--- src/rtl/core/gg_pkg.sv ---
`default_nettype none
package gg_pkg;

   localparam int MAX_FEATURES = 4096;
   localparam int DATA_WIDTH   = 16;
   localparam int COL_WIDTH    = $clog2(MAX_FEATURES);
   localparam int FC_WIDTH     = 13;
   localparam int PROD_WIDTH   = 54;
   localparam int MUL_A_WIDTH  = 36;
   localparam int MUL_B_WIDTH  = 18;
   localparam int BETA_Q16     = 2930;
   localparam int ALPHA_Q16    = 52290;
   localparam int TANH_POINTS  = 257;
   localparam int TANH_SAT     = 16384;
   localparam int ONE_Q15      = 32768;

   typedef logic [15:0] tanh_tab_type [0:TANH_POINTS-1];

   // Multiplier pass selected by the controller
   typedef enum logic [3:0] {
      OP_NONE, OP_XX, OP_X2X, OP_BETA, OP_ALPHA, OP_TANH, OP_G, OP_GZ, OP_S, OP_Y
   } op_type;

   typedef enum logic [3:0] {
      ST_IDLE, ST_XX, ST_X2X, ST_BETA, ST_ALPHA, ST_TANH, ST_G, ST_GZ, ST_S, ST_Y
   } state_type;

   typedef struct packed {
      logic   start;
      logic   load;
      op_type op;
   } cmd_type;

   typedef struct packed {
      logic out_free;
   } status_type;

   // Build tanh(k/64) in Q.15 from a repeated e^(1/32) step
   function automatic tanh_tab_type build_tanh();
      tanh_tab_type tab;
      logic [63:0]  one;
      logic [63:0]  e;
      logic [63:0]  den;
      logic [63:0]  num;
      logic [63:0]  rem;
      logic [63:0]  quo;
      one    = 64'd1 << 20;
      e      = one;
      tab[0] = 16'd0;
      for (int k = 1; k < TANH_POINTS; k++) begin
         e   = (e * 64'd1107826048 + (64'd1 << 29)) >> 30;
         den = e + one;
         num = ((e - one) << 15) + (den >> 1);
         rem = 64'd0;
         quo = 64'd0;
         for (int b = 63; b >= 0; b--) begin
            rem = {rem[62:0], num[b]};
            if (rem >= den) begin
               rem    = rem - den;
               quo[b] = 1'b1;
            end
         end
         tab[k] = quo[15:0];
      end
      return tab;
   endfunction

   localparam tanh_tab_type TANH_TAB = build_tanh();

   // Shift right, rounding half away from zero
   function automatic logic signed [PROD_WIDTH-1:0] rnd(
      input logic signed [PROD_WIDTH-1:0] v, input int unsigned s);
      logic [PROD_WIDTH-1:0] mag;
      mag = v[PROD_WIDTH-1] ? PROD_WIDTH'(-v) : PROD_WIDTH'(v);
      mag = (mag + (PROD_WIDTH'(1) << (s - 1))) >> s;
      return v[PROD_WIDTH-1] ? -$signed(mag) : $signed(mag);
   endfunction

   // Clamp to the signed data range
   function automatic logic signed [DATA_WIDTH-1:0] sat(
      input logic signed [PROD_WIDTH-1:0] v);
      logic signed [PROD_WIDTH-1:0] hi;
      logic signed [PROD_WIDTH-1:0] lo;
      hi = (PROD_WIDTH'(1) <<< (DATA_WIDTH - 1)) - 1;
      lo = -(PROD_WIDTH'(1) <<< (DATA_WIDTH - 1));
      if (v > hi) return DATA_WIDTH'(hi);
      if (v < lo) return DATA_WIDTH'(lo);
      return DATA_WIDTH'(v);
   endfunction

endpackage
`default_nettype wire

--- src/rtl/core/gg_ctrl.sv ---
`default_nettype none
module gg_ctrl (
   input  wire logic              clock,
   input  wire logic              reset,
   input  wire logic              req_valid,
   input  wire logic              req_mode,
   output logic                   req_ready,
   input  wire gg_pkg::status_type status,
   output gg_pkg::cmd_type        cmd
);

   gg_pkg::state_type state_ff;
   gg_pkg::state_type state_in;

   // Hold the sequencer state
   always_ff @(posedge clock) begin
      if (reset) begin
         state_ff <= gg_pkg::ST_IDLE;
      end else begin
         state_ff <= state_in;
      end
   end

   // Step through the multiplier passes
   always_comb begin
      state_in  = state_ff;
      req_ready = 1'b0;
      cmd       = '{start: 1'b0, load: 1'b0, op: gg_pkg::OP_NONE};
      case (state_ff)
         gg_pkg::ST_IDLE: begin
            req_ready = 1'b1;
            if (req_valid && req_mode) begin
               cmd.start = 1'b1;
               state_in  = gg_pkg::ST_XX;
            end else if (req_valid) begin
               cmd.load = 1'b1;
            end
         end
         gg_pkg::ST_XX: begin
            cmd.op   = gg_pkg::OP_XX;
            state_in = gg_pkg::ST_X2X;
         end
         gg_pkg::ST_X2X: begin
            cmd.op   = gg_pkg::OP_X2X;
            state_in = gg_pkg::ST_BETA;
         end
         gg_pkg::ST_BETA: begin
            cmd.op   = gg_pkg::OP_BETA;
            state_in = gg_pkg::ST_ALPHA;
         end
         gg_pkg::ST_ALPHA: begin
            cmd.op   = gg_pkg::OP_ALPHA;
            state_in = gg_pkg::ST_TANH;
         end
         gg_pkg::ST_TANH: begin
            cmd.op   = gg_pkg::OP_TANH;
            state_in = gg_pkg::ST_G;
         end
         gg_pkg::ST_G: begin
            cmd.op   = gg_pkg::OP_G;
            state_in = gg_pkg::ST_GZ;
         end
         gg_pkg::ST_GZ: begin
            cmd.op   = gg_pkg::OP_GZ;
            state_in = gg_pkg::ST_S;
         end
         gg_pkg::ST_S: begin
            cmd.op   = gg_pkg::OP_S;
            state_in = gg_pkg::ST_Y;
         end
         gg_pkg::ST_Y: begin
            // wait for the output register to drain
            if (status.out_free) begin
               cmd.op   = gg_pkg::OP_Y;
               state_in = gg_pkg::ST_IDLE;
            end
         end
         default: begin
            state_in = gg_pkg::ST_IDLE;
         end
      endcase
   end

endmodule
`default_nettype wire

--- config.mk ---
export PLATFORM = sky130hd
export DESIGN_NAME = gg_ctrl
export DESIGN_NICKNAME = d
export VERILOG_FILES = /design/src/rtl/core/gg_pkg.sv /design/src/rtl/core/gg_ctrl.sv
export SDC_FILE = /design/constraint.sdc
export NUM_CORES = 1
export LEC_CHECK = 0
export BUFFER_PORTS_ARGS = -buffer_cell sky130_fd_sc_hd__buf_2
export CORE_AREA = 10 10 47 49
export CTS_CLUSTER_SIZE = 28
export DETAILED_ROUTE_END_ITERATION = 12
export DIE_AREA = 0 0 57 59
export SLEW_MARGIN = 20
export SYNTH_ARGS = -nofsm -noshare
export SYNTH_HDL_FRONTEND = slang
export SYNTH_SLANG_ARGS = --single-unit
--- constraint.sdc ---
create_clock -name clock -period 1.25 [get_ports clock]
set_input_delay 0.1875 -clock clock [delete_from_list [all_inputs] [get_ports clock]]
set_output_delay 0.1875 -clock clock [all_outputs]
set_load 0.1 [all_outputs]
Yosys cells after proc, flatten, opt, wreduce, memory -nomap -nowiden
Cells that the tools add are included.
Storage, ports and cells
  output and inout bits: 7
  register bits after elaboration: 4
Operators by class
  reductions and logical operators: 3
  muxes and demuxes: 10
  equal/unequal tests: 11
Operator list (number)
  $pmux W4 S10: 1
  $pmux W4 S9: 1
  $eq A4 B3 Y1 const B: 4
  $mux W4: 3
  $eq A4 B2 Y1 const B: 2
  $eq A4 B4 Y1 const B: 2
  $eq A4 B1 Y1 const B: 1
  $logic_not A4 Y1: 1
  $mux W1: 4
  $ne A2 B2 Y1 const B: 2
  $mux W2: 1
  $reduce_and A2 Y1: 1
  $logic_and A1 B1 Y1: 1

Longest topological paths before layout
  depth after elaboration: 3
  depth in mapped cells: 5
  mapped depth without buffers: 4

Least setup slack after synthesis
OpenSTA, ideal clock, no wires.
  kind: flip-flop to output port
  from: register state_ff[3]
  to: output cmd[4] (netlist name)
  arrival time: 2.865 ns
  data required time: 1.062 ns
  setup slack: -1.802 ns
  buffers on the path: 1
  cell stages (with the launch flop): 5
  cells stage by stage: dfxtp_1 clkbuf_4 nor2_1 nand2_2 nor3b_1
RTL lines
  start, declared: RTL line gg_ctrl.sv:12  | gg_pkg::state_type state_ff;
  start signal, assigned: RTL line gg_ctrl.sv:18  | state_ff <= gg_pkg::ST_IDLE;
  start signal, assigned: RTL line gg_ctrl.sv:20  | state_ff <= state_in;
  end, declared: RTL line gg_ctrl.sv:9  | output gg_pkg::cmd_type cmd

==> impl_metrics.py <==
metrics = {
    "status": {
        "outcome": "finished with violations",
        "failed_checks": "negative setup slack",
    },
    "detailed_routing": {
        "routedWlPerCell_um": 12.6,
        "route.detailed.drc": 0,
        "postRouteAntennaNets": 0,
        "firstDrtPassIters": 4,
        "wirelength_um": 919,
        "met1Wirelength_um": 326,
        "via_per_inst": 4.59,
        "dr_wl_met3_um": 71,
        "met2RoutedLength_um": 464,
        "routed-via-count": 335,
        "drt_iter0_markers": 3,
        "routed.top_layer": "met4",
    },
    "timing": {
        "skew_ns": 0.00620,
        "setup_viol": 5,
        "min_period_over_period_pct": 115,
        "post-route-min-period_ns": 1.44,
        "tightestPinTransition_ns": 0.470,
        "worst_slack_ns": -0.187,
        "max_freq_mhz": 696,
        "finalMaxSlewViolations": 0,
        "rsz0062_at_grt": "true",
        "finalHoldViolCount": 0,
        "timing.setup.tns_ns": -0.736,
        "relSlewSlack_pct": 67.9,
    },
    "worst_setup_path": {
        "cp_max_fo": 5,
        "end_kind": "primary output",
        "cp.required_ns": 1.06,
        "cp.arrival_ns": 1.25,
        "path_cells": "nor2_4 -> nand2_4 -> nor3b_4 -> buf_12",
        "start_kind": "register",
        "crit_type": "reg2out",
        "slowest_stage": "dfxtp_2",
        "slowest_delay_ns": 0.32,
        "path_delay_family": "simple AND/OR/NAND/NOR gates",
        "critical_path_buf_inv_count": 1,
    },
    "layout": {
        "largest_reg_flops": 4,
        "nFillCells": 138,
        "multiInputGateArea_um2": 213,
        "top_regs": "state_ff x4",
        "num_antenna_cells": 0,
        "seqCellArea_um2": 87.6,
        "nets": 64,
        "syn_to_final_growth_pct": 144,
        "drive_gt1_share_pct": 73.7,
        "max_flop_register": "state_ff",
    },
    "floorplanning": {
        "die_w_um": 57,
        "die-area_um2": 3360,
        "fp.dieH_um": 59,
        "fp-row-count": 14,
        "core_area_um2": 1400,
        "start_util_pct": 18.5,
        "io_pins": 12,
    },
    "synthesis": {
        "syn-num-nets": 38,
        "synthArstFlopShare_pct": 0,
        "yosysMostFrequentCell": "nand2_1",
        "synth-seq-cells": 4,
        "yosys_warnings": 0,
        "ys_seq_area_share_pct": 30.9,
        "ys_types": 22,
        "yosysTopAreaCellShare_pct": 30.9,
        "syn_area_um2": 259,
        "synthTopCellsByCount": "5 x nand2_1, 4 x dfxtp_1",
        "synth.avg_cell_area_um2": 7.85,
        "ys.flop_type": "dfxtp_1",
        "synth_edf_count": 0,
        "syn_inst": 33,
        "yosysTopAreaCell": "dfxtp_1",
        "synth_area_leaders": "dfxtp_1 31%, nand2_1 7.2%, a21boi_0 5.8%, a221oi_2 5.8%, nor2b_1 4.8%",
    },
    "clocking": {
        "clkLatencyLatePin_ns": 0.25,
        "root_buffer": "clkbuf_4",
        "clk_path_buf_depth": 2,
        "htreeDepth": 1,
        "cts_inserted_buffers": 3,
        "clkSlewWorstSetupHoldPaths_ns": 0.04,
        "cts_tree": "done",
        "cts_hold_buffers": 0,
        "clkSinkCount": 4,
    },
    "power_and_ir_drop": {
        "powerDensity_nw_per_um2": 1240,
        "p_leak_nw": 0.258,
        "finalPower_w": 0.000782,
        "ir_drop_mv": 0.504,
    },
    "global_routing": {
        "track_usage_pct": 5.36,
        "grt_pass1_wl_mm": 1.32,
        "grt_max_degree": 9,
        "grt_antenna_before_repair": 0,
        "grt_pass1_vias": 298,
        "overflow": 0,
    },
    "hold_path": {
        "hold_class": "in2reg",
    },
    "place": {
        "io_buffers": 11,
        "post-place-ws_ns": 0.0264,
        "place_congestion": 0.788,
        "dpl.hpwl_um": 607,
    },
    "job": {
        "maxCapViolations": 0,
    },
}
[kinds of logic after synthesis]
| logic type | Yosys count | share of synthesized area, % |
|---|---|---|
| simple gates | 18 | 37.7 |
| compound gates | 5 | 16.9 |
| flops | 4 | 30.9 |
| buf+inv | 4 | 7.73 |
| xor+xnor | 2 | 6.76 |
[layout make-up]
class,count,share of cell area [%]
Timing Repair Buffer,23,42.7
Clock buffer,3,3.56
Multi-Input combinational cell,25,33.6
Tap cell,16,3.16
Sequential cell,4,13.8
Inverter,2,3.16
[cell usage in the layout, fill, tap and decap left out]
master / count
a2111oi_0: 1
a21boi_0: 1
a21boi_2: 1
a21oi_2: 1
a221oi_2: 1
and2b_4: 1
buf_12: 8
buf_2: 4
buf_4: 9
buf_6: 2
clkbuf_4: 3
clkinv_8: 1
dfxtp_2: 3
dfxtp_4: 1
inv_1: 1
nand2_1: 5
nand2_4: 1
nand3_1: 1
nand3_2: 1
nor2_4: 3
nor2b_1: 1
nor2b_4: 1
nor3_1: 2
nor3b_4: 1
nor4_1: 1
xnor2_1: 1
xor2_1: 1
[power by group]
group	switching, W	total, W	leakage [nW]	internal [W]
Clock	0.0000608	0.000169	0.0138	0.000108
Sequential	0.0000127	0.000151	0.0347	0.000138
Combinational	0.000260	0.000462	0.210	0.000203
Total	0.000333	0.000782	0.258	0.000449
[through the flow]
step	std cells	area, um^2	hold slack (ns)	utilization, %
after global routing	73	633	0.156	45.2
after detailed placement	62	505	0.402	36.1
after CTS	69	592	0.145	42.2
final	73	633	0.143	45.2
after floorplan	33	320	0.254	-
after global placement	62	505	0.403	36.1
[path summary, 6_finish.rpt]
kind,from,endpoint,slack (ns),cells past startpoint
worst min register to register,state_ff[3],state_ff[1],0.63,2
worst min-delay path,reset,state_ff[3],0.14,2
worst max-delay path,state_ff[2],cmd[4],-0.19,4
worst max register to register,state_ff[0],state_ff[3],0.03,7
[repair_timing]
| item | in CTS | in global routing |
|---|---|---|
| resized for setup | 9 | 3 |
| setup buffers | 4 | 4 |
| setup endpoints to repair | 7 | 7 |
| pin swaps | 6 | 3 |
| cloned | 0 | 0 |
[layer usage]
| layer | up-vias | GRT usage (%) |
|---|---|---|
| met5 | - | 0 |
| met4 | 0 | 8.05 |
| met3 | 5 | 1.93 |
| met2 | 14 | 8.68 |
| met1 | 156 | 4.15 |
| li1 | 160 | - |
(Power assumes the default switching activity.)
